## src/sv/w3sf_pkg.sv

```systemverilog
// ----------------------------------------------------------------------------
// w3sf_pkg: shared types and constants of the weighted 3x3 smoothing filter
// Payload structs, the queue entry passed from front to back, field widths
// and the constants of the divide-by-ten step.
// ----------------------------------------------------------------------------
package w3sf_pkg;

  // Frame geometry limits.
  localparam int unsigned MAX_WIDTH = 256;
  localparam int unsigned COL_W     = $clog2(MAX_WIDTH);
  localparam int unsigned WIDTH_W   = 9;
  localparam int unsigned HEIGHT_W  = 16;
  localparam int unsigned ROW_W     = HEIGHT_W + 1;
  localparam int unsigned PIX_W     = 8;

  // Configuration port.
  localparam int unsigned CFG_INDEX_W = 2;
  localparam int unsigned CFG_DATA_W  = HEIGHT_W;
  localparam logic [CFG_INDEX_W-1:0] CFG_FRAME_WIDTH  = CFG_INDEX_W'(0);
  localparam logic [CFG_INDEX_W-1:0] CFG_FRAME_HEIGHT = CFG_INDEX_W'(1);
  localparam logic [WIDTH_W-1:0]     RESET_WIDTH      = WIDTH_W'(256);
  localparam logic [HEIGHT_W-1:0]    RESET_HEIGHT     = HEIGHT_W'(256);
  localparam logic [WIDTH_W-1:0]     MIN_WIDTH        = WIDTH_W'(3);
  localparam logic [WIDTH_W-1:0]     LIMIT_WIDTH      = WIDTH_W'(MAX_WIDTH);
  localparam logic [HEIGHT_W-1:0]    MIN_HEIGHT       = HEIGHT_W'(3);

  // Item commands.
  localparam logic CMD_PIXEL = 1'b0;
  localparam logic CMD_FLUSH = 1'b1;

  // Weighted sum and divide by ten through a reciprocal multiply.
  // Exact for every sum up to ten times the largest pixel.
  localparam int unsigned SUM_W       = $clog2(10 * 255 + 1);
  localparam int unsigned DIV10_SHIFT = 16;
  localparam int unsigned DIV10_MULT  = (1 << DIV10_SHIFT) / 10 + 1;
  localparam int unsigned MULT_W      = $clog2(DIV10_MULT + 1);
  localparam int unsigned PROD_W      = SUM_W + MULT_W;

  // Depth of the queue between front and back.
  localparam int unsigned QUEUE_DEPTH = 4;
  localparam int unsigned QPTR_W      = $clog2(QUEUE_DEPTH);
  localparam int unsigned QCNT_W      = $clog2(QUEUE_DEPTH + 1);

  // Input item.
  typedef struct packed {
    logic             cmd;
    logic [PIX_W-1:0] pixel_in;
  } w3sf_in_t;

  // Result item.
  typedef struct packed {
    logic [PIX_W-1:0] pixel_out;
    logic             frame_last;
  } w3sf_out_t;

  // One pipeline advance, as classified by the front.
  typedef struct packed {
    logic [COL_W-1:0] col;
    logic [COL_W-1:0] out_col;
    logic [PIX_W-1:0] px;
    logic             emit;
    logic             interior;
    logic             last;
  } w3sf_op_t;

endpackage

```

## src/sv/w3sf_back.sv

```systemverilog
// ----------------------------------------------------------------------------
// w3sf_back: line stores, 3x3 window and arithmetic
// Reads the two line stores, shifts the window, writes the stores back,
// forms the weighted sum, divides by ten and holds the result item.
// ----------------------------------------------------------------------------
module w3sf_back (
  input  logic                  clk_i,
  input  logic                  rst_ni,
  input  logic                  q_valid_i,
  input  w3sf_pkg::w3sf_op_t    q_op_i,
  output logic                  pop_o,
  output logic                  out_valid_o,
  input  logic                  out_stall_i,
  output w3sf_pkg::w3sf_out_t   out_data_o
);

  logic [w3sf_pkg::PIX_W-1:0] upper_mem  [w3sf_pkg::MAX_WIDTH];
  logic [w3sf_pkg::PIX_W-1:0] middle_mem [w3sf_pkg::MAX_WIDTH];
  logic [w3sf_pkg::PIX_W-1:0] window_q   [3][3];

  logic                       en;

  // Read stage.
  logic                       r1_valid_q;
  w3sf_pkg::w3sf_op_t         r1_op_q;
  logic [w3sf_pkg::PIX_W-1:0] up_rd_q, mid_rd_q, upo_rd_q;
  logic                       fwd_col_q, fwd_out_q;
  logic [w3sf_pkg::PIX_W-1:0] fwd_mid_q, fwd_px_q;
  logic [w3sf_pkg::PIX_W-1:0] up_eff, mid_eff, pass_val;

  // Sum stage.
  logic                       r2_valid_q, r2_interior_q, r2_last_q;
  logic [w3sf_pkg::PIX_W-1:0] r2_pass_q;
  logic [w3sf_pkg::SUM_W-1:0] win_sum;

  // Divide stage.
  logic                       r3_valid_q, r3_interior_q, r3_last_q;
  logic [w3sf_pkg::PIX_W-1:0] r3_pass_q;
  logic [w3sf_pkg::SUM_W-1:0] r3_sum_q;
  logic [w3sf_pkg::PROD_W-1:0] quot_prod;

  // Output register.
  logic                       out_valid_q;
  w3sf_pkg::w3sf_out_t        out_data_q;

  // The whole back moves together whenever the output slot frees up.
  assign en    = !out_valid_q || !out_stall_i;
  assign pop_o = en && q_valid_i;

  // Line store reads: both stores at the input column, upper also at the
  // result column.
  always_ff @(posedge clk_i) begin
    if (pop_o) begin
      up_rd_q  <= upper_mem[q_op_i.col];
      mid_rd_q <= middle_mem[q_op_i.col];
      upo_rd_q <= upper_mem[q_op_i.out_col];
    end
  end

  // Line store writes: middle moves up, the new pixel enters middle.
  always_ff @(posedge clk_i) begin
    if (en && r1_valid_q) begin
      upper_mem[r1_op_q.col]  <= mid_eff;
      middle_mem[r1_op_q.col] <= r1_op_q.px;
    end
  end

  // Forwarding from the item that writes the stores in the same cycle.
  always_ff @(posedge clk_i) begin
    if (pop_o) begin
      r1_op_q   <= q_op_i;
      fwd_col_q <= r1_valid_q && (r1_op_q.col == q_op_i.col);
      fwd_out_q <= r1_valid_q && (r1_op_q.col == q_op_i.out_col);
      fwd_mid_q <= mid_eff;
      fwd_px_q  <= r1_op_q.px;
    end
  end

  // Store contents as seen by this item, and the border pass-through value,
  // which is the upper store at the result column after this item's write.
  always_comb begin
    up_eff  = fwd_col_q ? fwd_mid_q : up_rd_q;
    mid_eff = fwd_col_q ? fwd_px_q  : mid_rd_q;
    if (r1_op_q.out_col == r1_op_q.col) begin
      pass_val = mid_eff;
    end else if (fwd_out_q) begin
      pass_val = fwd_mid_q;
    end else begin
      pass_val = upo_rd_q;
    end
  end

  // Window shifts left and takes the new right column.
  always_ff @(posedge clk_i or negedge rst_ni) begin
    if (!rst_ni) begin
      for (int r = 0; r < 3; r++) begin
        for (int k = 0; k < 3; k++) begin
          window_q[r][k] <= '0;
        end
      end
    end else if (en && r1_valid_q) begin
      for (int r = 0; r < 3; r++) begin
        window_q[r][0] <= window_q[r][1];
        window_q[r][1] <= window_q[r][2];
      end
      window_q[0][2] <= up_eff;
      window_q[1][2] <= mid_eff;
      window_q[2][2] <= r1_op_q.px;
    end
  end

  // Weighted sum: all nine taps plus the centre once more.
  always_comb begin
    win_sum = w3sf_pkg::SUM_W'(window_q[1][1]);
    for (int r = 0; r < 3; r++) begin
      for (int k = 0; k < 3; k++) begin
        win_sum = win_sum + w3sf_pkg::SUM_W'(window_q[r][k]);
      end
    end
  end

  // Divide by ten as a multiply by the scaled reciprocal.
  assign quot_prod = w3sf_pkg::PROD_W'(r3_sum_q) * w3sf_pkg::PROD_W'(w3sf_pkg::DIV10_MULT);

  // Stage payloads.
  always_ff @(posedge clk_i) begin
    if (en) begin
      r2_interior_q <= r1_op_q.interior;
      r2_last_q     <= r1_op_q.last;
      r2_pass_q     <= pass_val;
      r3_interior_q <= r2_interior_q;
      r3_last_q     <= r2_last_q;
      r3_pass_q     <= r2_pass_q;
      r3_sum_q      <= win_sum;
      if (r3_valid_q) begin
        out_data_q.pixel_out  <= r3_interior_q ?
            quot_prod[w3sf_pkg::DIV10_SHIFT +: w3sf_pkg::PIX_W] : r3_pass_q;
        out_data_q.frame_last <= r3_last_q;
      end
    end
  end

  // Stage valid bits; only result-bearing advances go past the read stage.
  always_ff @(posedge clk_i or negedge rst_ni) begin
    if (!rst_ni) begin
      r1_valid_q  <= 1'b0;
      r2_valid_q  <= 1'b0;
      r3_valid_q  <= 1'b0;
      out_valid_q <= 1'b0;
    end else if (en) begin
      r1_valid_q  <= q_valid_i;
      r2_valid_q  <= r1_valid_q && r1_op_q.emit;
      r3_valid_q  <= r2_valid_q;
      out_valid_q <= r3_valid_q;
    end
  end

  assign out_valid_o = out_valid_q;
  assign out_data_o  = out_data_q;

endmodule

```

## config.mk

```make
export PLATFORM = sky130hd
export DESIGN_NAME = w3sf_back
export DESIGN_NICKNAME = d
export VERILOG_FILES = /design/src/sv/w3sf_pkg.sv /design/src/sv/w3sf_back.sv
export SDC_FILE = /design/constraint.sdc
export NUM_CORES = 2
export LEC_CHECK = 0
export BUFFER_PORTS_ARGS = -buffer_cell sky130_fd_sc_hd__clkbuf_2
export CORE_ASPECT_RATIO = 0.6
export CORE_MARGIN = 3
export CORE_UTILIZATION = 57
export CTS_BUF_LIST = sky130_fd_sc_hd__clkbuf_16
export DETAILED_ROUTE_END_ITERATION = 12
export PLACE_DENSITY_LB_ADDON = 0.25
export SYNTH_ARGS = -nofsm -noshare
export SYNTH_HDL_FRONTEND = slang
export SYNTH_SLANG_ARGS = --single-unit
```

## constraint.sdc

```tcl
create_clock -name clk_i -period 4.7 [get_ports clk_i]
set_input_delay 0.47 -clock clk_i [delete_from_list [all_inputs] [get_ports clk_i]]
set_output_delay 0.47 -clock clk_i [all_outputs]
set_load 0.005 [all_outputs]
```

==> results.md <==
* Register bit total from synthesis at 4282
* Cell area after layout at 206400 µm²
* TritonCTS buffer count at 377
* Area of the mapped netlist at 183900 µm²
* Part of the power in registers at 42.5%
* Power Internal at 73.63 mW
* Sw frac at 30.41%
* Main flop type after synthesis: edfxtp_1
* Crit path required time at 5.40 ns
* Port bufs at 41
* Internal reg-to-reg setup slack at -0.20 ns
* Share of cells above drive strength 1 at 33.00%
* Clock power frac at 29.3%
* Worst-case clock buffer depth at 4
* Post-Synthesis Cells at 8610
* Core area at 318900 µm²
* Dpl cell area at 194000 µm²
* # Max-Cap Violations at 1
* 1st-iter DRT viols at 18380
* Psw at 32.17 mW
* YS warnings at 0
* Final GP Congestion at 0.9583
* First-pass GRT wire length at 758100 µm
* Slew HR at -7.514%
* Final Skew at 0.04994 ns
* Initial antenna violation count at 52
* Run status: finished with violations
* Vias/cell at 7.241
* Synth area leader: edfxtp_1
* Worst hold path class: input pin to flip-flop
* WL/cell at 38.79 µm
* Seq/Total Area, Yosys at 69.72%
* Gr usage total at 32.76%
* Fill cell count at 20370
* Crit Path Category: flip-flop to flip-flop
* Clock latency on the worst-skew pair at 0.97 ns
* PD cells at 512.5 nW/µm²
* Violations in the final reports: max-capacitance violations, max-slew violations, negative setup slack
* Vias in the first global route at 97660
* H-tree depth at 5
* DIE WIDTH at 739.3 µm
* # nets final at 9479
* Area grow syn2layout at 12.26%
* CTS tree: yes
* CTS sink cnt at 4282
* Fraction of registers with async set or reset after synthesis at 1.775%
* Initial Utilization at 57.66%
* Max-slew violations at 71
* Tcrit/Tclk final at 104.3%
* Leakage power at 67.24 nW
* Mean Syn Cell Area at 21.36 µm²
* Setup violators final at 6
* Pre-antenna DRT Iters at 8
* Final WL at 538000 µm
* RSZ-0062 raised after global routing: true
* CP arrival at 5.61 ns
* CP Launch Type: flip-flop
* DRC errors left at 0
* Logic gate share of total power at 28.2%
* Tmin final at 4.903 ns
* Worst setup margin at -0.2032 ns
* Syn nets at 8829
* VDD IR-drop max at 1.701 mV
* Clock slew at reported path FFs at 0.07 ns
* Max frequency at 203.9 MHz
* Setup crit end kind: flip-flop
* Die Footprint at 329700 µm²
* I/O pin total at 42
* Synth area leaders: edfxtp_1, mux4_2, mux2i_1
* Final hold vios at 0
* CTS Root Cell: clkbuf_16
* Power, Total at 105.8 mW
* Rows at 160
* Least-Margin Pin Slew at 1.613 ns
* Synth top area share at 68.68%
* Largest net degree at the start of global routing at 185
* Die height at 446.0 µm
* Total gr overflow at 0
* Post-DRT Antenna Nets at 0
* Final HPWL DP at 346800 µm
* Post-synthesis cell type count at 53
* Crit Path Max Fanout at 4
* Post-synth EDFFs at 4206
* Vias at 100400
[synthesized netlist by cell type, types with 91 or more instances]
master,n
inv_1,151
buf_2,143
clkbuf_1,240
nor2_1,295
ha_1,97
mux4_2,1660
fa_1,91
mux2i_1,444
buf_4,103
nand2_1,225
a22oi_1,204
edfxtp_1,4206
[critical path, stage by stage (launching register included)]
cell and delay (ns):
edfxtp_1 0.51, ha_4 0.33, inv_2 0.03, fa_1 0.50, inv_1 0.05, fa_1 0.45, fa_1 0.52, inv_2 0.06
fa_1 0.51, inv_2 0.05, ha_4 0.21, and4_4 0.19, a41oi_4 0.15, o31ai_4 0.12, o41ai_4 0.43, o21ai_1 0.14
xor2_1 0.15, mux2_2 0.26
[cells by family after synthesis]
kind of cell	count (synthesis)	synth area share [%]
xor+xnor	41	0.1953
flops	4282	69.72
buf+inv	723	1.865
mux	2116	22.82
simple gates	724	1.726
compound gates	536	2.023
fa+ha+maj	188	1.651
[final timing paths]
kind / startpoint / end / cells past startpoint
max reg2reg: r3_sum_q[3] / out_data_o[7] / 17
min: q_op_i[17] / r1_op_q[17] / 1
max: r3_sum_q[3] / out_data_o[7] / 17
min reg2reg: r2_pass_q[0] / r3_pass_q[0] / 0
min in group asynchronous: rst_ni / r2_valid_q / 2
max in group asynchronous: rst_ni / window_q[0] / 2
[sequential cells by signal, indices dropped and copies added, names as in the netlist, 8 cells and up]
register / cells
middle_mem: 2048
r1_op_q: 27
mid_rd_q: 8
upper_mem: 2048
upo_rd_q: 8
out_data_o: 9
r2_pass_q: 8
r3_sum_q: 12
fwd_px_q: 8
r3_pass_q: 8
up_rd_q: 8
fwd_mid_q: 8
window_q: 72
[layout make-up]
cell class              count  area, µm²  share of cell area, %
flip-flops and latches   4282     128200                  62.11
multi-input cells        3605      52690                  25.53
clock buffers             383       9584                  4.643
repair buffers            843       7453                  3.611
well taps                4293       5371                  2.602
clock inverters           295       2457                  1.190
inverters                 151      619.3                 0.3000
diodes                     16      40.04                0.01940
[cells in the final DEF (no fill, tap or decap), drive strengths merged, types with 12 or more instances in the layout]
cell type / Yosys / layout
a211o: 17 / 17
a211oi: 49 / 49
a21oi: 65 / 65
a22oi: 204 / 204
buf: 332 / 796
bufinv: 0 / 38
clkbuf: 240 / 412
clkinv: 0 / 156
clkinvlp: 0 / 19
dfrtp: 76 / 76
diode: 0 / 16
dlygate4sd3: 0 / 18
edfxtp: 4206 / 4206
fa: 91 / 91
ha: 97 / 97
inv: 151 / 233
mux2: 12 / 12
mux2i: 444 / 444
mux4: 1660 / 1660
nand2: 225 / 225
nand2b: 41 / 41
nand3: 43 / 43
nand4: 49 / 49
nor2: 295 / 295
nor2b: 15 / 15
nor3: 19 / 19
o211ai: 38 / 38
o21ai: 51 / 51
o221ai: 18 / 18
o22ai: 59 / 59
xnor2: 17 / 17
xor2: 24 / 24
[repair_timing]
action,4_1_cts,5_1_grt
pin swaps,4,5
hold buffers,18,0
setup endpoints to repair,8,9
hold endpoints to repair,94,0
setup buffers,3,2
resized for setup,7,20
[metrics by stage]
step	util, %	worst slack [ns]	hold WS (ns)	TNS, ns	cells
2_1_floorplan	-	0.005327	0.1744	0	8610
3_3_place_gp	60.83	-0.4436	0.4004	-1.675	13150
3_5_place_dp	60.83	-0.5032	0.4045	-2.012	13150
4_1_cts	64.68	-0.1939	0.009372	-0.7837	13850
5_1_grt	64.72	-0.3924	0.01939	-2.074	13850
6_report	64.73	-0.2032	0.08310	-0.8349	13870
[routing by layer]
metal	vias up	track usage (%)	routed length [µm]
li1	37920	-	-
met1	52760	49.27	198900
met2	8653	43.12	219600
met3	1064	15.14	101000
met4	30	9.419	17890
met5	-	0.5951	630
[power by group through the flow]
stage          Clock (mW)  Combinational [mW]  Sequential [mW]
2_1_floorplan           0                17.6             46.4
3_3_place_gp            0                27.4             45.7
3_5_place_dp            0                27.6             45.7
4_1_cts              31.2                28.4             44.9
5_1_grt              32.8                33.0             45.0
6_report             31.0                29.8             45.0
(Power assumes the default switching activity.)
