===== config.mk =====
export PLATFORM = sky130hd
export DESIGN_NAME = w3sf_queue
export DESIGN_NICKNAME = d
export VERILOG_FILES = /design/src/sv/w3sf_pkg.sv /design/src/sv/w3sf_queue.sv
export SDC_FILE = /design/constraint.sdc
export NUM_CORES = 1
export LEC_CHECK = 0
export BUFFER_PORTS_ARGS = -buffer_cell sky130_fd_sc_hd__buf_2
export CAP_MARGIN = 25
export CORE_MARGIN = 1
export CORE_UTILIZATION = 55
export DETAILED_ROUTE_END_ITERATION = 16
export GPL_TIMING_DRIVEN = 0
export PLACE_DENSITY = 0.77
export SLEW_MARGIN = 20
export SYNTH_ARGS = -nofsm -noshare
export SYNTH_HDL_FRONTEND = slang
export SYNTH_SLANG_ARGS = --single-unit

===== constraint.sdc =====
create_clock -name clk_i -period 2.3 [get_ports clk_i]
set_clock_uncertainty 0.15 [all_clocks]
set_input_delay 0.345 -clock clk_i [delete_from_list [all_inputs] [get_ports clk_i]]
set_output_delay 0.345 -clock clk_i [all_outputs]
set_load 0.03 [all_outputs]

===== src/sv/w3sf_pkg.sv =====
// ----------------------------------------------------------------------------
// w3sf_pkg: shared types and constants of the weighted 3x3 smoothing filter
// Payload structs, the queue entry passed from front to back, field widths
// and the constants of the divide-by-ten step.
// ----------------------------------------------------------------------------
package w3sf_pkg;

  // Frame geometry limits.
  localparam int unsigned MAX_WIDTH = 256;
  localparam int unsigned COL_W     = $clog2(MAX_WIDTH);
  localparam int unsigned WIDTH_W   = 9;
  localparam int unsigned HEIGHT_W  = 16;
  localparam int unsigned ROW_W     = HEIGHT_W + 1;
  localparam int unsigned PIX_W     = 8;

  // Configuration port.
  localparam int unsigned CFG_INDEX_W = 2;
  localparam int unsigned CFG_DATA_W  = HEIGHT_W;
  localparam logic [CFG_INDEX_W-1:0] CFG_FRAME_WIDTH  = CFG_INDEX_W'(0);
  localparam logic [CFG_INDEX_W-1:0] CFG_FRAME_HEIGHT = CFG_INDEX_W'(1);
  localparam logic [WIDTH_W-1:0]     RESET_WIDTH      = WIDTH_W'(256);
  localparam logic [HEIGHT_W-1:0]    RESET_HEIGHT     = HEIGHT_W'(256);
  localparam logic [WIDTH_W-1:0]     MIN_WIDTH        = WIDTH_W'(3);
  localparam logic [WIDTH_W-1:0]     LIMIT_WIDTH      = WIDTH_W'(MAX_WIDTH);
  localparam logic [HEIGHT_W-1:0]    MIN_HEIGHT       = HEIGHT_W'(3);

  // Item commands.
  localparam logic CMD_PIXEL = 1'b0;
  localparam logic CMD_FLUSH = 1'b1;

  // Weighted sum and divide by ten through a reciprocal multiply.
  // Exact for every sum up to ten times the largest pixel.
  localparam int unsigned SUM_W       = $clog2(10 * 255 + 1);
  localparam int unsigned DIV10_SHIFT = 16;
  localparam int unsigned DIV10_MULT  = (1 << DIV10_SHIFT) / 10 + 1;
  localparam int unsigned MULT_W      = $clog2(DIV10_MULT + 1);
  localparam int unsigned PROD_W      = SUM_W + MULT_W;

  // Depth of the queue between front and back.
  localparam int unsigned QUEUE_DEPTH = 4;
  localparam int unsigned QPTR_W      = $clog2(QUEUE_DEPTH);
  localparam int unsigned QCNT_W      = $clog2(QUEUE_DEPTH + 1);

  // Input item.
  typedef struct packed {
    logic             cmd;
    logic [PIX_W-1:0] pixel_in;
  } w3sf_in_t;

  // Result item.
  typedef struct packed {
    logic [PIX_W-1:0] pixel_out;
    logic             frame_last;
  } w3sf_out_t;

  // One pipeline advance, as classified by the front.
  typedef struct packed {
    logic [COL_W-1:0] col;
    logic [COL_W-1:0] out_col;
    logic [PIX_W-1:0] px;
    logic             emit;
    logic             interior;
    logic             last;
  } w3sf_op_t;

endpackage


===== src/sv/w3sf_queue.sv =====
// ----------------------------------------------------------------------------
// w3sf_queue: short queue between front and back
// A small circular buffer of classified advances so that the front keeps
// taking items while the back waits on its output.
// ----------------------------------------------------------------------------
module w3sf_queue (
  input  logic               clk_i,
  input  logic               rst_ni,
  input  logic               push_i,
  input  w3sf_pkg::w3sf_op_t op_i,
  output logic               full_o,
  input  logic               pop_i,
  output logic               valid_o,
  output w3sf_pkg::w3sf_op_t op_o
);

  w3sf_pkg::w3sf_op_t               entry_q [w3sf_pkg::QUEUE_DEPTH];
  logic [w3sf_pkg::QPTR_W-1:0]      wr_ptr_q, rd_ptr_q;
  logic [w3sf_pkg::QCNT_W-1:0]      count_q, count_d;

  assign full_o  = (count_q == w3sf_pkg::QCNT_W'(w3sf_pkg::QUEUE_DEPTH));
  assign valid_o = (count_q != '0);
  assign op_o    = entry_q[rd_ptr_q];

  // Entry storage.
  always_ff @(posedge clk_i) begin
    if (push_i) begin
      entry_q[wr_ptr_q] <= op_i;
    end
  end

  // Fill count follows pushes and pops.
  always_comb begin
    count_d = count_q;
    if (push_i && !pop_i) begin
      count_d = count_q + w3sf_pkg::QCNT_W'(1);
    end else if (pop_i && !push_i) begin
      count_d = count_q - w3sf_pkg::QCNT_W'(1);
    end
  end

  // Pointers wrap naturally at the power-of-two depth.
  always_ff @(posedge clk_i or negedge rst_ni) begin
    if (!rst_ni) begin
      wr_ptr_q <= '0;
      rd_ptr_q <= '0;
      count_q  <= '0;
    end else begin
      if (push_i) begin
        wr_ptr_q <= wr_ptr_q + w3sf_pkg::QPTR_W'(1);
      end
      if (pop_i) begin
        rd_ptr_q <= rd_ptr_q + w3sf_pkg::QPTR_W'(1);
      end
      count_q <= count_d;
    end
  end

endmodule


==> results of run 1 <==
## worst reg2reg max path, stage by stage, from the launching register on
cell and delay (ps):
dfrtp_1 440, inv_1 120, ha_1 170, and2_2 630
## per-stage QoR
stage | TNS, ps | util
after floorplan | 0 | -
after global placement | 0 | 0.637
after detailed placement | 0 | 0.638
after CTS | -2520 | 0.794
after global routing | -3490 | 0.798
final | -2070 | 0.798
## final cells by class
cell class,instances,share of cell area
multi-input combinational,50,0.138
clock inverter,14,0.0267
buffer,6,0.0140
timing repair buffer,97,0.149
clock buffer,18,0.0707
inverter,4,0.00254
tap,99,0.0210
sequential,115,0.579
## power groups by stage
stage	Clock [mW]	Sequential, mW	Combinational [mW]
after CTS	2.50	2.91	3.15
final	2.49	2.91	3.20
after global routing	2.61	2.94	3.35
after detailed placement	0	2.93	2.39
after global placement	0	2.91	2.35
after floorplan	0	2.89	1.80
## repair_timing
action                     CTS  global route
hold buffers                29             0
buffers inserted             7             0
setup endpoints to repair   27            27
gates resized for setup     68             1
hold endpoints to repair   117             0
cloned                       1             1
## cells in the final DEF (no fill, tap or decap), drive strengths merged
master,Yosys,layout
buf,6,73
edfxtp,108,108
ha,5,5
nor3b,1,1
inv,4,6
mux2,1,1
dfrtp,7,7
clkbuf,0,19
mux4,27,27
o21ai,1,1
nand2,2,2
or3,1,1
clkinv,0,4
bufinv,0,2
xnor2,2,2
fa,1,1
xor2,4,4
dlygate4sd3,0,29
nor2,1,1
clkinvlp,0,6
and2,4,4
## registers in the layout, summed over array words and instances, names as in the netlist
register,flops
rd_ptr_q,2
wr_ptr_q,2
entry_q,108
count_q,3
## worst max path at each step
stage | from | to | slack [ps] | cells past startpoint
floorplan | wr_ptr_q[0] | entry_q[0][0] | 470 | 3
global placement | wr_ptr_q[0] | entry_q[0][6] | 20 | 3
detailed placement | rd_ptr_q[1] | op_o[15] | 350 | 4
CTS | rd_ptr_q[0] | op_o[15] | -120 | 4
global route | rd_ptr_q[0] | op_o[2] | -160 | 4
finish | rd_ptr_q[0] | op_o[2] | -110 | 4
## routing by layer
layer  vias to the layer above  share of wire
li1                        964              -
met1                      1131           0.41
met2                        87           0.53
met3                         6          0.049
met4                         0         0.0067
met5                         -              0
## logic make-up (layout without fill, tap and decap cells)
family | Yosys count | after routing
AOI/OAI and AO/OA | 1 | 1
xor gates and xnor gates | 6 | 6
adders and majority gates | 6 | 6
buffers and inverters | 10 | 139
DFF | 115 | 115
muxes | 28 | 28
and+or+nand+nor | 9 | 9
==> metrics.cfg, run 1 <==
[floorplan]
pin_count = 60
start_util = 0.580
die_w_um = 90.4
die_h_um = 90.4
rows = 31
core_um2 = 7410
die_area_um2 = 8180

[logic_synthesis]
synth-xor-area-share = 0.0122
synth.distinct_cells = 20
postSynth.asyncResetShare = 0.0609
synthMuxAreaShare = 0.145
ys_seq_elements = 115
netlist_instances = 175
synth_compound_area_frac = 0.00116
yosys.area.top_type = edfxtp_1
synth_edf_count = 108
synthDominantCellAreaShare = 0.754
ys_warn_count = 0
synth_top_family_by_area = multiplexers
synthesis.nets = 212
synth.avg_cell_area_um2 = 24.6
yosysMostFrequentCell = edfxtp_1
synthSimpleGateAreaFrac = 0.0116
ys_seq_area_frac = 0.795
synthAdderAreaFrac = 0.0192
syn-cell-area_um2 = 4300
synth_area_leaders = edfxtp_1 (75%), mux4_2 (14%), dfrtp_1 (4.1%)
synth_top_flop_cell = edfxtp_1
synthTopCellsByCount = edfxtp_1 (108), mux4_2 (26), dfrtp_1 (7)

[cts]
insertion_delay_ps = 500
cts.sinks = 115
cts_max_path_buffers = 2
root_buffer = clkbuf_8
htree_levels = 4
cts_tree = done
cts_buffers = 17
clkTransAtPathRegs_ps = 60

[timing]
tightest_slew_ps = 742
worst_hold_slack_ps = 12.7
slew_headroom = 0.505
hold_viol = 0
finalMaxSlewViolations = 0
layout_setup_ws_ps = -108
min_period_ps = 2410
finalCritPeriodShare = 1.05
max_clock_freq_mhz = 415
setup_viol = 27
rsz0062_at_grt = true

[grt]
met3_usage = 0.0598
grt_start_max_net_pins = 28
grt_pass1_wl_um = 12800
grt_util_met1 = 0.284
grt_util_met2 = 0.368
gr-total-overflow = 0
grt_pass1_vias = 2345
grt.total_usage = 0.221
antenna_found_initial = 0
gr-max-usage-layer = met2

[hold_path]
hold_path.startpoint = push_i
hold_path_end = wr_ptr_q[0]
hold_path.class = input port to flip-flop
holdPathStages = 2

[drt]
drt-initial-drc-count = 161
ant_nets = 0
routed_wl_um = 8200
drcViolationCount = 0
routed-via-count = 2188
post_drt_wl_per_cell_um = 20.3
viasPerCell = 5.43
dr.pass1.iters = 4

[placement]
place.port_buffers = 59
place.gp.congestion = 0.643
placed_area_um2 = 4720
place_ws_ps = 347
dp_hpwl_um = 4240
place_inst = 333

[worst_setup_path]
end_kind = primary output
worstPathCellList = buf_4 -> clkbuf_16 -> mux4_2 -> buf_6
max_stage_delay_ps = 510
critical_path.max_fanout = 5
required_ps = 1800
reg2reg_depth = 3
r2r-end = entry_q[0][2]
crit_type = flip-flop to primary output
rrSetupSlack_ps = 400
arrival_ps = 1910
cp_slowest_cell = mux4_2
crit_buf_inv = 3
path_delay_family = multiplexers
reg2reg_from = wr_ptr_q[0]
start_kind = flip-flop

[finish]
multiInputGateArea_um2 = 815
fillers = 365
nets = 328
design_area_um2 = 5910
regArea_um2 = 3420
n_antenna_cell = 0
fin_cells = 403
area_delta_synth_final_pct = 37.4
post_route_cells_drive_above_1_share = 0.451

[power_and_ir_drop]
intPower_mw = 5.86
sequentialPowerShare = 0.339
power.leakage_nw = 2.14
ir_worst_vdd_v = 0.000686
power.total_mw = 8.60
combPwrFrac = 0.372
power_frac_clock = 0.290
p_sw_mw = 2.74
p_sw_frac = 0.319
powerDensity_nw_per_um2 = 1460

[status]
violations = negative setup slack
outcome = finished with violations

[flow_run]
maxCapViolCount = 0

Note: power is estimated with default switching activity, not from simulation.
==> run 2: changes to the inputs <==
--- a/config.mk
+++ b/config.mk
@@ -12,6 +12,7 @@
 export DETAILED_ROUTE_END_ITERATION = 16
 export GPL_TIMING_DRIVEN = 0
 export PLACE_DENSITY = 0.77
+export RECOVER_POWER = 25
 export SLEW_MARGIN = 20
 export SYNTH_ARGS = -nofsm -noshare
 export SYNTH_HDL_FRONTEND = slang
==> metrics.cfg, run 2 (synthesized netlist as in run 1, its figures left out) <==
[cts]
insertion_delay_ps = 500  ; about the same
root_buffer = clkbuf_8  ; unchanged
clkTransAtPathRegs_ps = 60  ; about the same
htree_levels = 4  ; unchanged
cts_tree = done  ; unchanged
cts_buffers = 17  ; unchanged
cts_max_path_buffers = 2  ; unchanged
cts.sinks = 115  ; unchanged

[finish]
nets = 328  ; unchanged
final_common_cell = edfxtp_1  ; unchanged
area_delta_synth_final_pct = 37.0  ; was 37.4%
largest_register_ff_count = 108  ; unchanged
n_antenna_cell = 0  ; unchanged
regArea_um2 = 3420  ; unchanged
top_regs = entry_q x108, count_q x3  ; unchanged
fin_cells = 403  ; unchanged
design_area_um2 = 5890  ; was 5910 um^2
most-common-layout-cells = edfxtp_1 (108), dlygate4sd3_1 (29), buf_6 (28)  ; was edfxtp_1 (108), buf_2 (32), dlygate4sd3_1 (29)
post_route_cells_drive_above_1_share = 0.405  ; was 0.451
largest_register = entry_q  ; unchanged
fillers = 375  ; was 365
multiInputGateArea_um2 = 815  ; unchanged

[grt]
antenna_found_initial = 0  ; unchanged
grt.total_usage = 0.221  ; unchanged
grt_pass1_vias = 2345  ; unchanged
grt_pass1_wl_um = 12800  ; unchanged
gr-total-overflow = 0  ; unchanged
grt_start_max_net_pins = 28  ; unchanged

[drt]
routed-via-count = 2206  ; was 2188
ant_nets = 0  ; unchanged
routed_wl_um = 8200  ; about the same
dr.pass1.iters = 4  ; unchanged
drt-initial-drc-count = 170  ; was 161
post_drt_wl_per_cell_um = 20.3  ; about the same
drcViolationCount = 0  ; unchanged
viasPerCell = 5.47  ; was 5.43

[floorplan]
start_util = 0.580  ; unchanged
die_w_um = 90.4  ; unchanged
die_h_um = 90.4  ; unchanged
rows = 31  ; unchanged
die_area_um2 = 8180  ; unchanged
pin_count = 60  ; unchanged
core_um2 = 7410  ; unchanged

[power_and_ir_drop]
power.leakage_nw = 2.10  ; was 2.14 nW
ir_worst_vdd_v = 0.000686  ; about the same
sequentialPowerShare = 0.339  ; about the same
p_sw_frac = 0.319  ; about the same
combPwrFrac = 0.372  ; about the same
intPower_mw = 5.85  ; was 5.86 mW
power.total_mw = 8.60  ; about the same
powerDensity_nw_per_um2 = 1460  ; about the same
power_frac_clock = 0.290  ; about the same
p_sw_mw = 2.74  ; about the same

[worst_setup_path]
critical_path.max_fanout = 5  ; unchanged
arrival_ps = 1920  ; was 1910 ps
start_kind = flip-flop  ; unchanged
crit_type = flip-flop to primary output  ; unchanged
required_ps = 1800  ; about the same
end_kind = primary output  ; unchanged

[placement]
dp_hpwl_um = 4240  ; unchanged
place.port_buffers = 59  ; unchanged
place.gp.congestion = 0.643  ; unchanged
placed_area_um2 = 4720  ; unchanged
place_inst = 333  ; unchanged

[timing]
finalMaxSlewViolations = 0  ; unchanged
timing.setup.tns_ps = -2140  ; was -2070 ps
max_clock_freq_mhz = 415  ; about the same
layout_setup_ws_ps = -110  ; was -108 ps
finalCritPeriodShare = 1.05  ; about the same
tightest_slew_ps = 743  ; was 742 ps
min_period_ps = 2410  ; about the same
hold_viol = 0  ; unchanged
rsz0062_at_grt = true  ; unchanged
setup_viol = 27  ; unchanged
slew_headroom = 0.505  ; about the same

[flow_run]
maxCapViolCount = 0  ; unchanged

[status]
violations = negative setup slack  ; unchanged
outcome = finished with violations  ; unchanged

[hold_path]
hold_path.class = input port to flip-flop  ; unchanged

run 2: cell types whose count changed in the layout (fill, tap and decap cells not counted):
cell / delta
buf_2: -14
clkbuf_1: +14
run 2: per-layer routing:
metal  GRT usage  part of all wire
met5           0                 0
met4      0.0806            0.0067
met3      0.0598             0.043
met2       0.368              0.54
met1       0.284              0.41
run 2: repair_timing:
action	4_1_cts	5_1_grt
gates cloned	1	1
resized for setup	68	1
setup buffers	7	0
pin swaps	0	0
hold buffers	29	0
endpoints found under the setup margin	27	27
endpoints found under the hold margin	117	0
run 2: cell type report:
| type | count | area share |
|---|---|---|
| flip-flops and latches | 115 | 0.580 |
| repair buffers | 97 | 0.146 |
| multi-input cells | 50 | 0.138 |
| clock buffers | 18 | 0.0709 |
| clock inverters | 14 | 0.0268 |
| well taps | 99 | 0.0210 |
| plain buffers | 6 | 0.0140 |
| inverters | 4 | 0.00255 |
run 2: worst paths after layout:
kind                             startpoint            end  slack, ps  cells after the start
min in group asynchronous            rst_ni    rd_ptr_q[0]        140                      2
worst max-delay path            rd_ptr_q[0]        op_o[2]       -110                      4
max in group asynchronous            rst_ni    wr_ptr_q[1]       1560                      2
worst min register to register   count_q[2]     count_q[2]        340                      1
worst min-delay path                 push_i    wr_ptr_q[0]         10                      2
worst max register to register  wr_ptr_q[0]  entry_q[0][2]        400                      3
run 2: metrics by stage:
step / setup WS [ps] / util / hold WS (ps)
global placement: 17.6 / 0.637 / 43.6
global route: -159 / 0.795 / 11.2
detailed placement: 347 / 0.638 / 44.3
finish: -110 / 0.795 / 10.9
floorplan: 466 / - / -101
CTS: -124 / 0.794 / 7.00
run 2: critical path, stage by stage, from the launching register on:
cell	delay [ps]
dfrtp_1	420
buf_4	180
clkbuf_16	150
mux4_2	510
buf_6	160
run 2: power groups by stage:
| stage | Sequential [mW] | Clock [mW] | Combinational [mW] |
|---|---|---|---|
| floorplan | 2.89 | 0 | 1.80 |
| CTS | 2.91 | 2.50 | 3.15 |
| global placement | 2.91 | 0 | 2.35 |
| global route | 2.94 | 2.61 | 3.35 |
| detailed placement | 2.93 | 0 | 2.39 |
| finish | 2.91 | 2.49 | 3.19 |
==> run 3: changes to the inputs <==
--- a/config.mk
+++ b/config.mk
@@ -8,10 +8,10 @@
 export BUFFER_PORTS_ARGS = -buffer_cell sky130_fd_sc_hd__buf_2
 export CAP_MARGIN = 25
 export CORE_MARGIN = 1
-export CORE_UTILIZATION = 55
+export CORE_UTILIZATION = 56
 export DETAILED_ROUTE_END_ITERATION = 16
-export GPL_TIMING_DRIVEN = 0
-export PLACE_DENSITY = 0.77
+export GPL_TIMING_DRIVEN = 1
+export PLACE_DENSITY = 0.78
 export RECOVER_POWER = 25
 export SLEW_MARGIN = 20
 export SYNTH_ARGS = -nofsm -noshare
==> metrics.cfg, run 3 (synthesized netlist as in run 1, its figures left out) <==
[worst_setup_path]
required_ps = 1800  ; about the same
path_delay_family = multiplexers  ; unchanged
start_kind = flip-flop  ; unchanged
crit_buf_inv = 2  ; was 3
worstPathCellList = clkbuf_16 -> mux4_2 -> buf_6  ; was buf_4 -> clkbuf_16 -> mux4_2 -> buf_6
max_stage_delay_ps = 520  ; was 510 ps
crit_type = flip-flop to primary output  ; unchanged
arrival_ps = 1930  ; was 1920 ps
cp_slowest_cell = mux4_2  ; unchanged
rrSetupSlack_ps = 640  ; was 400 ps
critical_path.max_fanout = 6  ; was 5
end_kind = primary output  ; unchanged

[timing]
slew_headroom = 0.721  ; was 0.505
hold_viol = 0  ; unchanged
finalMaxSlewViolations = 0  ; unchanged
tightest_slew_ps = 419  ; was 743 ps
timing.setup.tns_ps = -2510  ; was -2140 ps
min_period_ps = 2420  ; was 2410 ps
layout_setup_ws_ps = -123  ; was -110 ps
setup_viol = 27  ; unchanged
max_clock_freq_mhz = 413  ; was 415 MHz
rsz0062_at_grt = true  ; unchanged
finalCritPeriodShare = 1.05  ; about the same

[drt]
drcViolationCount = 0  ; unchanged
drt-initial-drc-count = 148  ; was 170
ant_nets = 0  ; unchanged
routed_wl_um = 7850  ; was 8200 um
viasPerCell = 5.36  ; was 5.47
dr.pass1.iters = 4  ; unchanged
post_drt_wl_per_cell_um = 19.6  ; was 20.3 um
routed-via-count = 2150  ; was 2206

[placement]
place_ws_ps = 317  ; was 347 ps
place.gp.congestion = 0.679  ; was 0.643
place.port_buffers = 59  ; unchanged
place_inst = 335  ; was 333
dp_hpwl_um = 4190  ; was 4240 um
placed_area_um2 = 4750  ; was 4720 um^2

[grt]
antenna_found_initial = 0  ; unchanged
grt.total_usage = 0.217  ; was 0.221
grt_start_max_net_pins = 28  ; unchanged
gr-total-overflow = 0  ; unchanged
grt_pass1_vias = 2182  ; was 2345
grt_pass1_wl_um = 11400  ; was 12800 um

[floorplan]
rows = 31  ; unchanged
die_area_um2 = 8030  ; was 8180 um^2
die_w_um = 89.6  ; was 90.4 um
start_util = 0.587  ; was 0.580
die_h_um = 89.6  ; was 90.4 um
core_um2 = 7330  ; was 7410 um^2
pin_count = 60  ; unchanged

[finish]
fin_util = 0.795  ; about the same
final_common_cell = edfxtp_1  ; unchanged
largest_register_ff_count = 108  ; unchanged
top_regs = entry_q x108, count_q x3  ; unchanged
post_route_cells_drive_above_1_share = 0.381  ; was 0.405
largest_register = entry_q  ; unchanged
design_area_um2 = 5820  ; was 5890 um^2
fin_cells = 401  ; was 403
n_antenna_cell = 0  ; unchanged
most-common-layout-cells = edfxtp_1 (108), dlygate4sd3_1 (30), mux4_2 (27)  ; was edfxtp_1 (108), dlygate4sd3_1 (29), buf_6 (28)
area_delta_synth_final_pct = 35.4  ; was 37.0%
nets = 326  ; was 328

[power_and_ir_drop]
power.leakage_nw = 2.07  ; was 2.10 nW
ir_worst_vdd_v = 0.000950  ; was 0.000686 V
powerDensity_nw_per_um2 = 1440  ; was 1460 nW/um^2

[flow_run]
maxCapViolCount = 0  ; unchanged

[cts]
cts_buffers = 17  ; unchanged
htree_levels = 4  ; unchanged
clkTransAtPathRegs_ps = 60  ; about the same
cts.sinks = 115  ; unchanged
cts_max_path_buffers = 2  ; unchanged
cts_tree = done  ; unchanged
insertion_delay_ps = 500  ; about the same
root_buffer = clkbuf_8  ; unchanged

[status]
violations = negative setup slack  ; unchanged
outcome = finished with violations  ; unchanged

[hold_path]
hold_path.class = input port to async pin  ; was input port to flip-flop

==> run 3: changes by cell type in the layout (fill, tap and decap cells not counted) <==
cell,delta
and2_1,+4
and2_2,-4
buf_12,-1
buf_4,+1
buf_6,-3
buf_8,-2
clkbuf_1,+2
clkinv_2,+1
clkinv_4,-2
dfrtp_1,-1
dfrtp_2,+1
dlygate4sd3_1,+1
inv_6,+1
==> run 3: timing repair <==
item,CTS,global route
gates resized for setup,53,1
setup endpoints to repair,25,27
hold buffers,30,0
gates cloned,2,0
hold endpoints to repair,119,0
setup buffers,2,0
==> run 3: final cells by class <==
class                   count  area (um^2)
well taps                  99          124
flip-flops and latches    115         3420
clock inverters            14          154
fillers                   341         1510
repair buffers            101          885
clock buffers              18          418
multi-input cells          50          810
inverters                   4         15.0
==> run 3: layer usage <==
layer	up-vias	GRT usage	share of wire
li1	962	-	-
met1	1115	0.259	0.40
met2	65	0.368	0.55
met3	8	0.0658	0.036
met4	0	0.0952	0.012
met5	-	0	0
==> run 3: metrics by stage <==
stage / hold slack [ps] / total power [mW]
after detailed placement: 43.9 / 5.33
after global routing: 153 / 8.70
after global placement: 44.2 / 5.27
after floorplan: -101 / 4.69
after CTS: 30.9 / 8.42
final: 112 / 8.36
==> run 3: where the power goes <==
group	switching, mW	internal, mW
registers	0.186	2.76
logic	1.56	1.39
clock network	0.920	1.55
total	2.67	5.69
==> run 3: final timing paths <==
kind | startpoint | to | depth (start not counted)
worst max-delay path | rd_ptr_q[0] | op_o[14] | 3
worst min-delay path | rst_ni | rd_ptr_q[1] | 2
worst max register to register | wr_ptr_q[0] | entry_q[0][16] | 4
worst min register to register | count_q[2] | count_q[2] | 1
max in group asynchronous | rst_ni | rd_ptr_q[0] | 2
min in group clk_i | count_q[2] | count_q[2] | 1
