`config.mk`:
```
export PLATFORM = sky130hd
export DESIGN_NAME = w3sf_front
export DESIGN_NICKNAME = d
export VERILOG_FILES = /design/src/sv/w3sf_pkg.sv /design/src/sv/w3sf_front.sv
export SDC_FILE = /design/constraint.sdc
export NUM_CORES = 1
export LEC_CHECK = 0
export CORE_AREA = 2 2 125 127
export DETAILED_ROUTE_END_ITERATION = 12
export DIE_AREA = 0 0 127 129
export DONT_BUFFER_PORTS = 1
export GPL_TIMING_DRIVEN = 0
export SLEW_MARGIN = 15
export SYNTH_ARGS = -nofsm -noshare
export SYNTH_HDL_FRONTEND = slang
export SYNTH_SLANG_ARGS = --single-unit
```
`constraint.sdc`:
```
create_clock -name clk_i -period 14 [get_ports clk_i]
set_input_delay 2.8 -clock clk_i [delete_from_list [all_inputs] [get_ports clk_i]]
set_output_delay 2.8 -clock clk_i [all_outputs]
set_load 0.02 [all_outputs]
```
`src/sv/w3sf_pkg.sv`:
```
// ----------------------------------------------------------------------------
// w3sf_pkg: shared types and constants of the weighted 3x3 smoothing filter
// Payload structs, the queue entry passed from front to back, field widths
// and the constants of the divide-by-ten step.
// ----------------------------------------------------------------------------
package w3sf_pkg;

  // Frame geometry limits.
  localparam int unsigned MAX_WIDTH = 256;
  localparam int unsigned COL_W     = $clog2(MAX_WIDTH);
  localparam int unsigned WIDTH_W   = 9;
  localparam int unsigned HEIGHT_W  = 16;
  localparam int unsigned ROW_W     = HEIGHT_W + 1;
  localparam int unsigned PIX_W     = 8;

  // Configuration port.
  localparam int unsigned CFG_INDEX_W = 2;
  localparam int unsigned CFG_DATA_W  = HEIGHT_W;
  localparam logic [CFG_INDEX_W-1:0] CFG_FRAME_WIDTH  = CFG_INDEX_W'(0);
  localparam logic [CFG_INDEX_W-1:0] CFG_FRAME_HEIGHT = CFG_INDEX_W'(1);
  localparam logic [WIDTH_W-1:0]     RESET_WIDTH      = WIDTH_W'(256);
  localparam logic [HEIGHT_W-1:0]    RESET_HEIGHT     = HEIGHT_W'(256);
  localparam logic [WIDTH_W-1:0]     MIN_WIDTH        = WIDTH_W'(3);
  localparam logic [WIDTH_W-1:0]     LIMIT_WIDTH      = WIDTH_W'(MAX_WIDTH);
  localparam logic [HEIGHT_W-1:0]    MIN_HEIGHT       = HEIGHT_W'(3);

  // Item commands.
  localparam logic CMD_PIXEL = 1'b0;
  localparam logic CMD_FLUSH = 1'b1;

  // Weighted sum and divide by ten through a reciprocal multiply.
  // Exact for every sum up to ten times the largest pixel.
  localparam int unsigned SUM_W       = $clog2(10 * 255 + 1);
  localparam int unsigned DIV10_SHIFT = 16;
  localparam int unsigned DIV10_MULT  = (1 << DIV10_SHIFT) / 10 + 1;
  localparam int unsigned MULT_W      = $clog2(DIV10_MULT + 1);
  localparam int unsigned PROD_W      = SUM_W + MULT_W;

  // Depth of the queue between front and back.
  localparam int unsigned QUEUE_DEPTH = 4;
  localparam int unsigned QPTR_W      = $clog2(QUEUE_DEPTH);
  localparam int unsigned QCNT_W      = $clog2(QUEUE_DEPTH + 1);

  // Input item.
  typedef struct packed {
    logic             cmd;
    logic [PIX_W-1:0] pixel_in;
  } w3sf_in_t;

  // Result item.
  typedef struct packed {
    logic [PIX_W-1:0] pixel_out;
    logic             frame_last;
  } w3sf_out_t;

  // One pipeline advance, as classified by the front.
  typedef struct packed {
    logic [COL_W-1:0] col;
    logic [COL_W-1:0] out_col;
    logic [PIX_W-1:0] px;
    logic             emit;
    logic             interior;
    logic             last;
  } w3sf_op_t;

endpackage

```
`src/sv/w3sf_front.sv`:
```
// ----------------------------------------------------------------------------
// w3sf_front: configuration registers and raster position tracking
// Holds the frame size and the input and result positions, classifies each
// accepted item and hands every pipeline advance to the queue.
// ----------------------------------------------------------------------------
module w3sf_front (
  input  logic                             clk_i,
  input  logic                             rst_ni,
  input  logic                             cfg_we_i,
  input  logic [w3sf_pkg::CFG_INDEX_W-1:0] cfg_index_i,
  input  logic [w3sf_pkg::CFG_DATA_W-1:0]  cfg_data_i,
  input  logic                             accept_i,
  input  w3sf_pkg::w3sf_in_t               in_data_i,
  output logic                             push_o,
  output w3sf_pkg::w3sf_op_t               op_o
);

  logic [w3sf_pkg::WIDTH_W-1:0]  frame_width_q;
  logic [w3sf_pkg::HEIGHT_W-1:0] frame_height_q;
  logic [w3sf_pkg::COL_W-1:0]    in_col_q, in_col_d;
  logic [w3sf_pkg::ROW_W-1:0]    in_row_q, in_row_d;
  logic [w3sf_pkg::COL_W-1:0]    out_col_q, out_col_d;
  logic [w3sf_pkg::ROW_W-1:0]    out_row_q, out_row_d;

  logic [w3sf_pkg::WIDTH_W-1:0]  eff_w;
  logic [w3sf_pkg::HEIGHT_W-1:0] eff_h;
  logic [w3sf_pkg::ROW_W-1:0]    eff_h_ext;
  logic                          wrap0, wrap1, out_wrap;
  logic [w3sf_pkg::COL_W-1:0]    ic0;
  logic [w3sf_pkg::ROW_W-1:0]    ir0;
  logic [w3sf_pkg::WIDTH_W-1:0]  ic1;
  logic [w3sf_pkg::WIDTH_W-1:0]  oc1;
  logic [w3sf_pkg::ROW_W:0]      or1;
  logic                          row_live, flush, adv, due, emit;
  logic                          interior, last;

  // Configuration writes; indexes outside the list are ignored.
  always_ff @(posedge clk_i or negedge rst_ni) begin
    if (!rst_ni) begin
      frame_width_q  <= w3sf_pkg::RESET_WIDTH;
      frame_height_q <= w3sf_pkg::RESET_HEIGHT;
    end else if (cfg_we_i) begin
      case (cfg_index_i)
        w3sf_pkg::CFG_FRAME_WIDTH:  frame_width_q  <= cfg_data_i[w3sf_pkg::WIDTH_W-1:0];
        w3sf_pkg::CFG_FRAME_HEIGHT: frame_height_q <= cfg_data_i;
        default: ;
      endcase
    end
  end

  // Frame size as used: width clamped between 3 and the line store, height at least 3.
  always_comb begin
    if (frame_width_q < w3sf_pkg::MIN_WIDTH) begin
      eff_w = w3sf_pkg::MIN_WIDTH;
    end else if (frame_width_q > w3sf_pkg::LIMIT_WIDTH) begin
      eff_w = w3sf_pkg::LIMIT_WIDTH;
    end else begin
      eff_w = frame_width_q;
    end
    eff_h     = (frame_height_q < w3sf_pkg::MIN_HEIGHT) ? w3sf_pkg::MIN_HEIGHT : frame_height_q;
    eff_h_ext = {1'b0, eff_h};
  end

  // Classify the item and work out the next positions.
  always_comb begin
    flush    = (in_data_i.cmd == w3sf_pkg::CMD_FLUSH);
    wrap0    = ({1'b0, in_col_q} >= eff_w);
    ic0      = wrap0 ? '0 : in_col_q;
    ir0      = wrap0 ? in_row_q + w3sf_pkg::ROW_W'(1) : in_row_q;
    row_live = (ir0 < eff_h_ext);
    ic1      = {1'b0, ic0} + w3sf_pkg::WIDTH_W'(1);
    wrap1    = (ic1 >= eff_w);
    due      = (ir0 >= w3sf_pkg::ROW_W'(2)) ||
               ((ir0 == w3sf_pkg::ROW_W'(1)) && (ic0 != '0));

    in_col_d = ic0;
    in_row_d = ir0;
    if (flush) begin
      adv = !row_live;
      emit = adv;
      if (adv) begin
        in_col_d = wrap1 ? '0 : ic1[w3sf_pkg::COL_W-1:0];
      end
    end else begin
      adv = row_live;
      emit = adv && due;
      if (adv) begin
        in_col_d = wrap1 ? '0 : ic1[w3sf_pkg::COL_W-1:0];
        in_row_d = wrap1 ? ir0 + w3sf_pkg::ROW_W'(1) : ir0;
      end
    end

    // Result position: border test, end of frame and advance.
    or1      = {1'b0, out_row_q} + (w3sf_pkg::ROW_W + 1)'(1);
    oc1      = {1'b0, out_col_q} + w3sf_pkg::WIDTH_W'(1);
    interior = (out_row_q != '0) && (or1 < {1'b0, eff_h_ext}) &&
               (out_col_q != '0) && (oc1 < eff_w);
    last     = (or1 >= {1'b0, eff_h_ext}) && (oc1 >= eff_w);
    out_wrap = (oc1 >= eff_w);

    out_col_d = out_col_q;
    out_row_d = out_row_q;
    if (emit) begin
      if (last) begin
        in_col_d  = '0;
        in_row_d  = '0;
        out_col_d = '0;
        out_row_d = '0;
      end else if (out_wrap) begin
        out_col_d = '0;
        out_row_d = out_row_q + w3sf_pkg::ROW_W'(1);
      end else begin
        out_col_d = oc1[w3sf_pkg::COL_W-1:0];
      end
    end
  end

  // Position registers move on every accepted item.
  always_ff @(posedge clk_i or negedge rst_ni) begin
    if (!rst_ni) begin
      in_col_q  <= '0;
      in_row_q  <= '0;
      out_col_q <= '0;
      out_row_q <= '0;
    end else if (accept_i) begin
      in_col_q  <= in_col_d;
      in_row_q  <= in_row_d;
      out_col_q <= out_col_d;
      out_row_q <= out_row_d;
    end
  end

  // Every advance goes to the back; dropped pixels and early flushes do not.
  assign push_o       = accept_i && adv;
  assign op_o.col      = ic0;
  assign op_o.out_col  = out_col_q;
  assign op_o.px       = flush ? '0 : in_data_i.pixel_in;
  assign op_o.emit     = emit;
  assign op_o.interior = interior;
  assign op_o.last     = last;

endmodule

```
==> results_dict.tcl, run 1 <==
set metrics [dict create \
    outcome "complete, no violations" \
    wl_met2_mm 9.13 \
    die-height_um 129 \
    asyncSetResetFlopFracSynth_pct 100 \
    timing.critical_path.required_ns 11.20 \
    final_nets 871 \
    worst-setup-path-type "register to output port" \
    numCtsBuffers 9 \
    instances_no_fill 967 \
    final_critical_path_setup_slack_ns 4.13 \
    place_area_um2 6920 \
    library_cell_with_the_largest_summed_area_after_synthesis "sky130_fd_sc_hd__dfrtp_1" \
    maxCapViolations 0 \
    globalplace.congestion 0.924 \
    end_point_of_the_critical_path "push_o" \
    pre_cts_setup_slack_ns 4.57 \
    cp.arrival_ns 7.07 \
    total_leakage_power_nw 3.34 \
    slowest_delay_ns 0.48 \
    wire_length_of_the_first_global_routing_pass_mm 31.1 \
    synth_adder_area_share_pct 12.5 \
    vias_per_cell 6.15 \
    cp_slowest_cell "sky130_fd_sc_hd__o21ai_1" \
    most_numerous_cell_in_the_yosys_netlist "sky130_fd_sc_hd__dfrtp_1" \
    clk-insertion-delay-late_ns 0.36 \
    std_cell_rows 45 \
    antenna_found_initial 1 \
    cellPowerDensity_nw_per_um2 152 \
    num-fill-cells 1463 \
    timing.clock.skew_ns 0.0114 \
    synth_area_leaders "sky130_fd_sc_hd__dfrtp_1 (27%), sky130_fd_sc_hd__ha_1 (13%), sky130_fd_sc_hd__mux2_2 (5.2%)" \
    via_count_of_the_first_global_routing_pass 5814 \
    worstSetupStartpoint "frame_width_q[8]" \
    synth_top_family_by_area "simple AND/OR/NAND/NOR gates" \
    worst-path-max-fanout 11 \
    design.die.area_um2 16400 \
    place.detailed.instances 950 \
    synthesis.yosys.warnings 0 \
    drc 0 \
    synth_flop_cell "sky130_fd_sc_hd__dfrtp_1" \
    antenna_violating_nets_left 0 \
    total_design_power_mw 1.11 \
    drive_above_1_share_pct 12.5 \
    detail_route.wl_per_cell_um 20.2 \
    max_slew_margin_pct 51.3 \
    tritoncts "yes" \
    crit_chain "buf_2 > inv_1 > buf_1 > nand2_1 > ha_1 > and3_1 > nand3_1 > o21ai_1 > clkbuf_1 > nand2_1 > clkbuf_1 > nor2_1 > xor2_1 > ha_1 > a21oi_1 > o21a_1 > o221ai_1 > a221o_1 > or3_4 > o211ai_4 > clkbuf_1 > and2_1" \
    placement.io_buffers 0 \
    timing.hold.worst.class "register to register" \
    worst_pin_slew_ns 0.730 \
    cts.repair.resized 0 \
    routedLengthMet1_mm 8.87 \
    holdBufCountCts 0 \
    cts_buffer_depth 2 \
    worstSetupEndpointType "output port" \
    grt_overflow_total 0 \
    final.min_clock_period_ns 9.87 \
    initialDrtViolationCount 535 \
    worst_vdd_ir_mv 0.0952 \
    syn_to_final_growth_pct 8.40 \
    netlist-cell-type-count 77 \
    post-route-period-util_pct 70.5 \
    fraction_of_the_yosys_area_taken_by_sequential_cells_pct 28.1 \
    fp.coreArea_um2 15000 \
    dr.pass1.iters 5 \
    post_cts.repair.setup_buffers 0 \
    worst_path_most_repeated_cell "sky130_fd_sc_hd__clkbuf_1" \
    fin_tns_setup_ns 0 \
    detailroute.wirelength.met3_mm 1.02 \
    synth_common_cells "sky130_fd_sc_hd__dfrtp_1 (73), sky130_fd_sc_hd__ha_1 (67), sky130_fd_sc_hd__nand2_1 (66)" \
    setup_viol 0 \
    finalWirelength_mm 19.5 \
    detailroute.via_count 5943 \
    fp.dieW_um 127 \
    number_of_synthesized_flops_with_an_enable_pin 0 \
    worstReg2RegEnd "in_row_q[3]" \
    clk_pin_slew_worst_paths_ns 0.07 \
    fmax_mhz 101 \
    top_layer_used "met4" \
    timing.reg2reg.worst_path_depth 28 \
    synth_compound_area_share_pct 17.6 \
    grt_max_degree 76 \
    io_pins 59 \
    htree_num_levels 3 \
    post_synthesis_share_of_cell_area_spent_on_and_or_nand_and_nor_gates_pct 22.6 \
    syn_std_cell_area_um2 6690 \
    syn_inst 762 \
    initial_utilization_pct 44.6 \
    place_hpwl_mm 15.0 \
    synth-seq-cells 75 \
    crit-reg2reg-launch "frame_width_q[8]" \
    tritoncts_sinks 75 \
    final_hold_viol_count 0 \
    crit_path_start_kind "register" \
    postLayoutCellArea_um2 7250 \
    rsz0062_at_grt "no" \
    yosys.area.top_type_share_pct 27.3 \
    synth.net_count 860 \
    synth_xor_xnor_area_share_pct 6.29 \
    regToRegSetupSlack_ns 6.54 \
    overall_fraction_of_global_route_tracks_in_use_pct 24.3 \
    final_max_slew_viol_count 0 \
    cts.root.buffer_cell "sky130_fd_sc_hd__clkbuf_16" \
    postSynthAreaPerCell_um2 8.77 \
    synth.mux.area_fraction_pct 7.02 \
]
-- worst min-delay path by stage --
| stage | slack (ns) | end | start | depth (start not counted) |
|---|---|---|---|---|
| detailed placement | 0.52 | frame_width_q[4] | frame_width_q[4] | 1 |
| global route | 0.55 | frame_height_q[3] | frame_height_q[3] | 1 |
| CTS | 0.53 | frame_width_q[4] | frame_width_q[4] | 1 |
| global placement | 0.51 | frame_width_q[5] | frame_width_q[5] | 1 |
| finish | 0.53 | frame_width_q[5] | frame_width_q[5] | 1 |
| floorplan | 0.48 | frame_width_q[1] | frame_width_q[1] | 1 |
-- state kept, by name, indices dropped and copies added (netlist names) --
signal          count
in_row_q           17
out_row_q          17
frame_height_q     16
frame_width_q       9
in_col_q            8
out_col_q           8
-- layout by cell type (no fill, tap or decap), drive strengths merged, types with 4 or more instances in the layout --
cell | Yosys | routed
nor2 | 43 | 43
and2 | 18 | 18
nor2b | 16 | 16
a211oi | 6 | 6
a31o | 7 | 7
nand4 | 21 | 21
ha | 67 | 67
or2 | 4 | 4
or4 | 4 | 4
or3 | 4 | 4
nor3 | 15 | 15
nor4 | 15 | 15
o21a | 6 | 6
nand2 | 66 | 66
nand2b | 10 | 10
xnor2 | 29 | 29
buf | 19 | 19
o311ai | 5 | 5
clkbuf | 20 | 29
nand3 | 29 | 29
o31ai | 14 | 14
o2bb2ai | 5 | 5
o211ai | 11 | 11
and4 | 6 | 6
nand3b | 4 | 4
a21o | 10 | 10
dfrtp | 73 | 73
a31oi | 14 | 14
and3 | 23 | 23
a21oi | 19 | 19
o21ai | 32 | 32
xor2 | 19 | 19
inv | 47 | 50
mux2 | 37 | 37
-- kinds of logic (layout without fill, tap and decap cells) --
logic type      after synthesis  in the layout
compound gates              161            161
xor+xnor                     48             48
fa+ha+maj                    67             67
buf+inv                      87            103
flops                        75             75
mux                          40             40
other cells                   0              1
simple gates                284            284
-- routing by layer --
metal,vias to the layer above,global-route usage (%)
li1,2834,-
met1,2894,32.2
met2,178,40.4
met3,37,4.37
met4,0,8.34
met5,-,0
-- cell type report --
class | count | area (µm²) | area share (%)
inverters | 48 | 180 | 2.49
clock inverters | 7 | 98.8 | 1.36
plain buffers | 39 | 209 | 2.88
multi-input cells | 600 | 4420 | 60.9
well taps | 188 | 235 | 3.25
diodes | 1 | 2.50 | 0.0345
clock buffers | 9 | 225 | 3.11
flip-flops and latches | 75 | 1880 | 25.9
-- power breakdown --
part	internal [mW]	switching, mW
logic	0.200	0.308
clock network	0.158	0.108
registers	0.258	0.0733
-- worst max-delay path: cells and delay by family, from the launching register on --
kind / cells / cell delay (ns)
DFF: 1 / 0.36
and+or+nand+nor: 7 / 1.66
buffers and inverters: 6 / 1.95
AOI/OAI and AO/OA: 6 / 1.68
adders and majority gates: 2 / 0.70
xor gates and xnor gates: 1 / 0.34
-- stage by stage --
| stage | hold WS (ns) | util, % |
|---|---|---|
| after floorplan | 0.475 | - |
| after global placement | 0.512 | 46.2 |
| after detailed placement | 0.519 | 46.2 |
| after CTS | 0.533 | 48.4 |
| after global routing | 0.549 | 48.4 |
| final | 0.534 | 48.4 |
(Power assumes the default switching activity.)
==> run 2, diff against run 1 <==
- ABC_AREA: not set -> 1
- clock period: 14 -> 10.1 ns (I/O delays scaled with it)
==> run 2 against run 1 <==
Net effect: clock skew fell by 0.0033 ns; non-clock buffer count is 18 lower; critical path depth rose by 4; largest cell class unchanged; synthesized cell count increased by 26%.
==> results_dict.tcl, run 2 <==
set metrics [dict create \
    place_area_um2 6920 \
    initialDrtViolationCount 327 \
    io_pins 59 \
    synth-seq-cells 75 \
    worst_pin_slew_ns 0.714 \
    cellPowerDensity_nw_per_um2 304 \
    cts.root.buffer_cell "sky130_fd_sc_hd__clkbuf_16" \
    setup_viol 0 \
    syn_std_cell_area_um2 6690 \
    vias_per_cell 5.12 \
    maxCapViolations 0 \
    asyncSetResetFlopFracSynth_pct 100 \
    final_hold_viol_count 0 \
    max_slew_margin_pct 51.9 \
    via_count_of_the_first_global_routing_pass 5666 \
    detailroute.via_count 5943 \
    top_regs "in_row_q: 17 flops, out_row_q: 17 flops, frame_height_q: 16 flops" \
    design.die.area_um2 16400 \
    die-height_um 129 \
    timing.hold.worst.class "register to register" \
    final_cell_mix "sky130_fd_sc_hd__nand2_1 (234), sky130_fd_sc_hd__inv_1 (142), sky130_fd_sc_hd__nor2_1 (95), sky130_fd_sc_hd__dfrtp_1 (73), sky130_fd_sc_hd__ha_1 (67)" \
    cts.repair.resized 0 \
    initial_utilization_pct 44.7 \
    worst-setup-path-type "register to output port" \
    final_nets 1066 \
    placement.io_buffers 0 \
    clk-insertion-delay-late_ns 0.36 \
    grt_max_degree 76 \
    synth_flop_cell "sky130_fd_sc_hd__dfrtp_1" \
    clk_pin_slew_worst_paths_ns 0.06 \
    num-fill-cells 1556 \
    tritoncts "yes" \
    number_of_synthesized_flops_with_an_enable_pin 0 \
    rsz0062_at_grt "no" \
    overall_fraction_of_global_route_tracks_in_use_pct 22.3 \
    antenna_violating_nets_left 0 \
    final_critical_path_setup_slack_ns 2.63 \
    pre_cts_setup_slack_ns 3.08 \
    postLayoutCoreUtil_pct 48.1 \
    yosys.area.top_type_share_pct 27.3 \
    place_hpwl_mm 13.7 \
    synth_common_cells "sky130_fd_sc_hd__nand2_1 (234), sky130_fd_sc_hd__inv_1 (142), sky130_fd_sc_hd__nor2_1 (95)" \
    fp.dieW_um 127 \
    grt_overflow_total 0 \
    finalWirelength_mm 17.3 \
    postLayoutCellArea_um2 7210 \
    cts_buffer_depth 2 \
    drive_above_1_share_pct 10.1 \
    synth.net_count 1055 \
    synthesis.yosys.warnings 0 \
    holdBufCountCts 0 \
    tritoncts_sinks 75 \
    timing.critical_path.required_ns 8.08 \
    timing.clock.skew_ns 0.00811 \
    fraction_of_the_yosys_area_taken_by_sequential_cells_pct 28.1 \
    std_cell_rows 45 \
    wire_length_of_the_first_global_routing_pass_mm 28.7 \
    fin_tns_setup_ns 0 \
    detail_route.wl_per_cell_um 14.9 \
    synth_area_leaders "sky130_fd_sc_hd__dfrtp_1 (27%), sky130_fd_sc_hd__nand2_1 (13%), sky130_fd_sc_hd__ha_1 (13%)" \
    most_numerous_cell_in_the_yosys_netlist "sky130_fd_sc_hd__nand2_1" \
    post_cts.repair.setup_buffers 0 \
    htree_num_levels 3 \
    drc 0 \
    outcome "complete, no violations" \
    syn_inst 957 \
    crit_path_start_kind "register" \
    total_leakage_power_nw 3.68 \
    worst_hold_margin_ns 0.481 \
    fp.coreArea_um2 15000 \
    postSynthAreaPerCell_um2 6.99 \
    instances_no_fill 1161 \
    post-route-period-util_pct 73.9 \
    antenna_found_initial 0 \
    worst-path-max-fanout 10 \
    syn_to_final_growth_pct 7.78 \
    final_max_slew_viol_count 0 \
    layout_commonest_cell "sky130_fd_sc_hd__nand2_1" \
    fmax_mhz 134 \
    library_cell_with_the_largest_summed_area_after_synthesis "sky130_fd_sc_hd__dfrtp_1" \
    place.detailed.instances 1145 \
    globalplace.congestion 0.826 \
    numCtsBuffers 9 \
    worst_vdd_ir_mv 0.129 \
    final.min_clock_period_ns 7.47 \
    insertedDiodeCount 0 \
    total_design_power_mw 2.19 \
    worstSetupEndpointType "output port" \
    dr.pass1.iters 5 \
    netlist-cell-type-count 46 \
    cp.arrival_ns 5.45 \
]
## run 2: cell type report
type | count | area [µm²] | area share [%]
Tap cell | 188 | 235 | 3.26
Clock inverter | 7 | 60.1 | 0.833
Buffer | 21 | 153 | 2.12
Multi-Input combinational cell | 707 | 4080 | 56.6
Sequential cell | 75 | 1880 | 26.1
Inverter | 154 | 578 | 8.02
Clock buffer | 9 | 225 | 3.12
## run 2: worst paths after layout
path                                        from                 to  slack [ns]  cells past startpoint
max in group asynchronous                 rst_ni  frame_height_q[8]        8.54                      0
worst max-delay path            frame_width_q[7]             push_o        2.63                     26
worst max register to register  frame_width_q[7]       in_row_q[16]        3.61                     34
min in group asynchronous                 rst_ni       out_col_q[7]        1.36                      0
worst min-delay path                out_row_q[9]       out_row_q[9]        0.48                      2
worst min register to register      out_row_q[9]       out_row_q[9]        0.48                      2
## run 2: cells by family (layout without fill, tap and decap cells)
family          after synthesis  after routing  share of synthesized area [%]
buf+inv                     175            191                           10.9
flops                        75             75                           28.1
compound gates              132            132                           11.7
xor+xnor                     36             36                           4.71
fa+ha+maj                    67             67                           12.5
simple gates                472            472                           32.0
## run 2: metal layers
layer | global-route usage [%] | up-vias | part of all wire, % | wire length (µm)
li1 | - | 3129 | - | -
met1 | 30.5 | 2679 | 49 | 8410
met2 | 37.0 | 115 | 46 | 8000
met3 | 3.49 | 20 | 3.6 | 628
met4 | 5.75 | 0 | 1.4 | 235
met5 | 0 | - | 0 | 0
## run 2: critical path, stage by stage, from the launching register on
cell and delay [ns]:
sky130_fd_sc_hd__dfrtp_1 0.40, sky130_fd_sc_hd__nor3_1 0.29, sky130_fd_sc_hd__nand3_1 0.11, sky130_fd_sc_hd__o31ai_1 0.52
sky130_fd_sc_hd__nand2_1 0.30, sky130_fd_sc_hd__ha_1 0.40, sky130_fd_sc_hd__nand2_1 0.06, sky130_fd_sc_hd__nor2_1 0.09
sky130_fd_sc_hd__nand3_1 0.17, sky130_fd_sc_hd__nand4_4 0.19, sky130_fd_sc_hd__buf_8 0.16, sky130_fd_sc_hd__buf_6 0.17
sky130_fd_sc_hd__nand2_1 0.07, sky130_fd_sc_hd__o21ai_2 0.10, sky130_fd_sc_hd__inv_2 0.10, sky130_fd_sc_hd__ha_1 0.32
sky130_fd_sc_hd__nand2_1 0.05, sky130_fd_sc_hd__o21ai_0 0.14, sky130_fd_sc_hd__nor2_1 0.06, sky130_fd_sc_hd__o311ai_1 0.36
sky130_fd_sc_hd__inv_1 0.16, sky130_fd_sc_hd__nand2_2 0.10, sky130_fd_sc_hd__nand2_2 0.06, sky130_fd_sc_hd__nand2_4 0.10
sky130_fd_sc_hd__buf_4 0.18, sky130_fd_sc_hd__inv_1 0.10, sky130_fd_sc_hd__nor2_1 0.31
## run 2: power by group
part	total, mW	switching [mW]	internal, mW
logic	1.39	0.916	0.477
registers	0.484	0.104	0.380
clock network	0.318	0.147	0.171
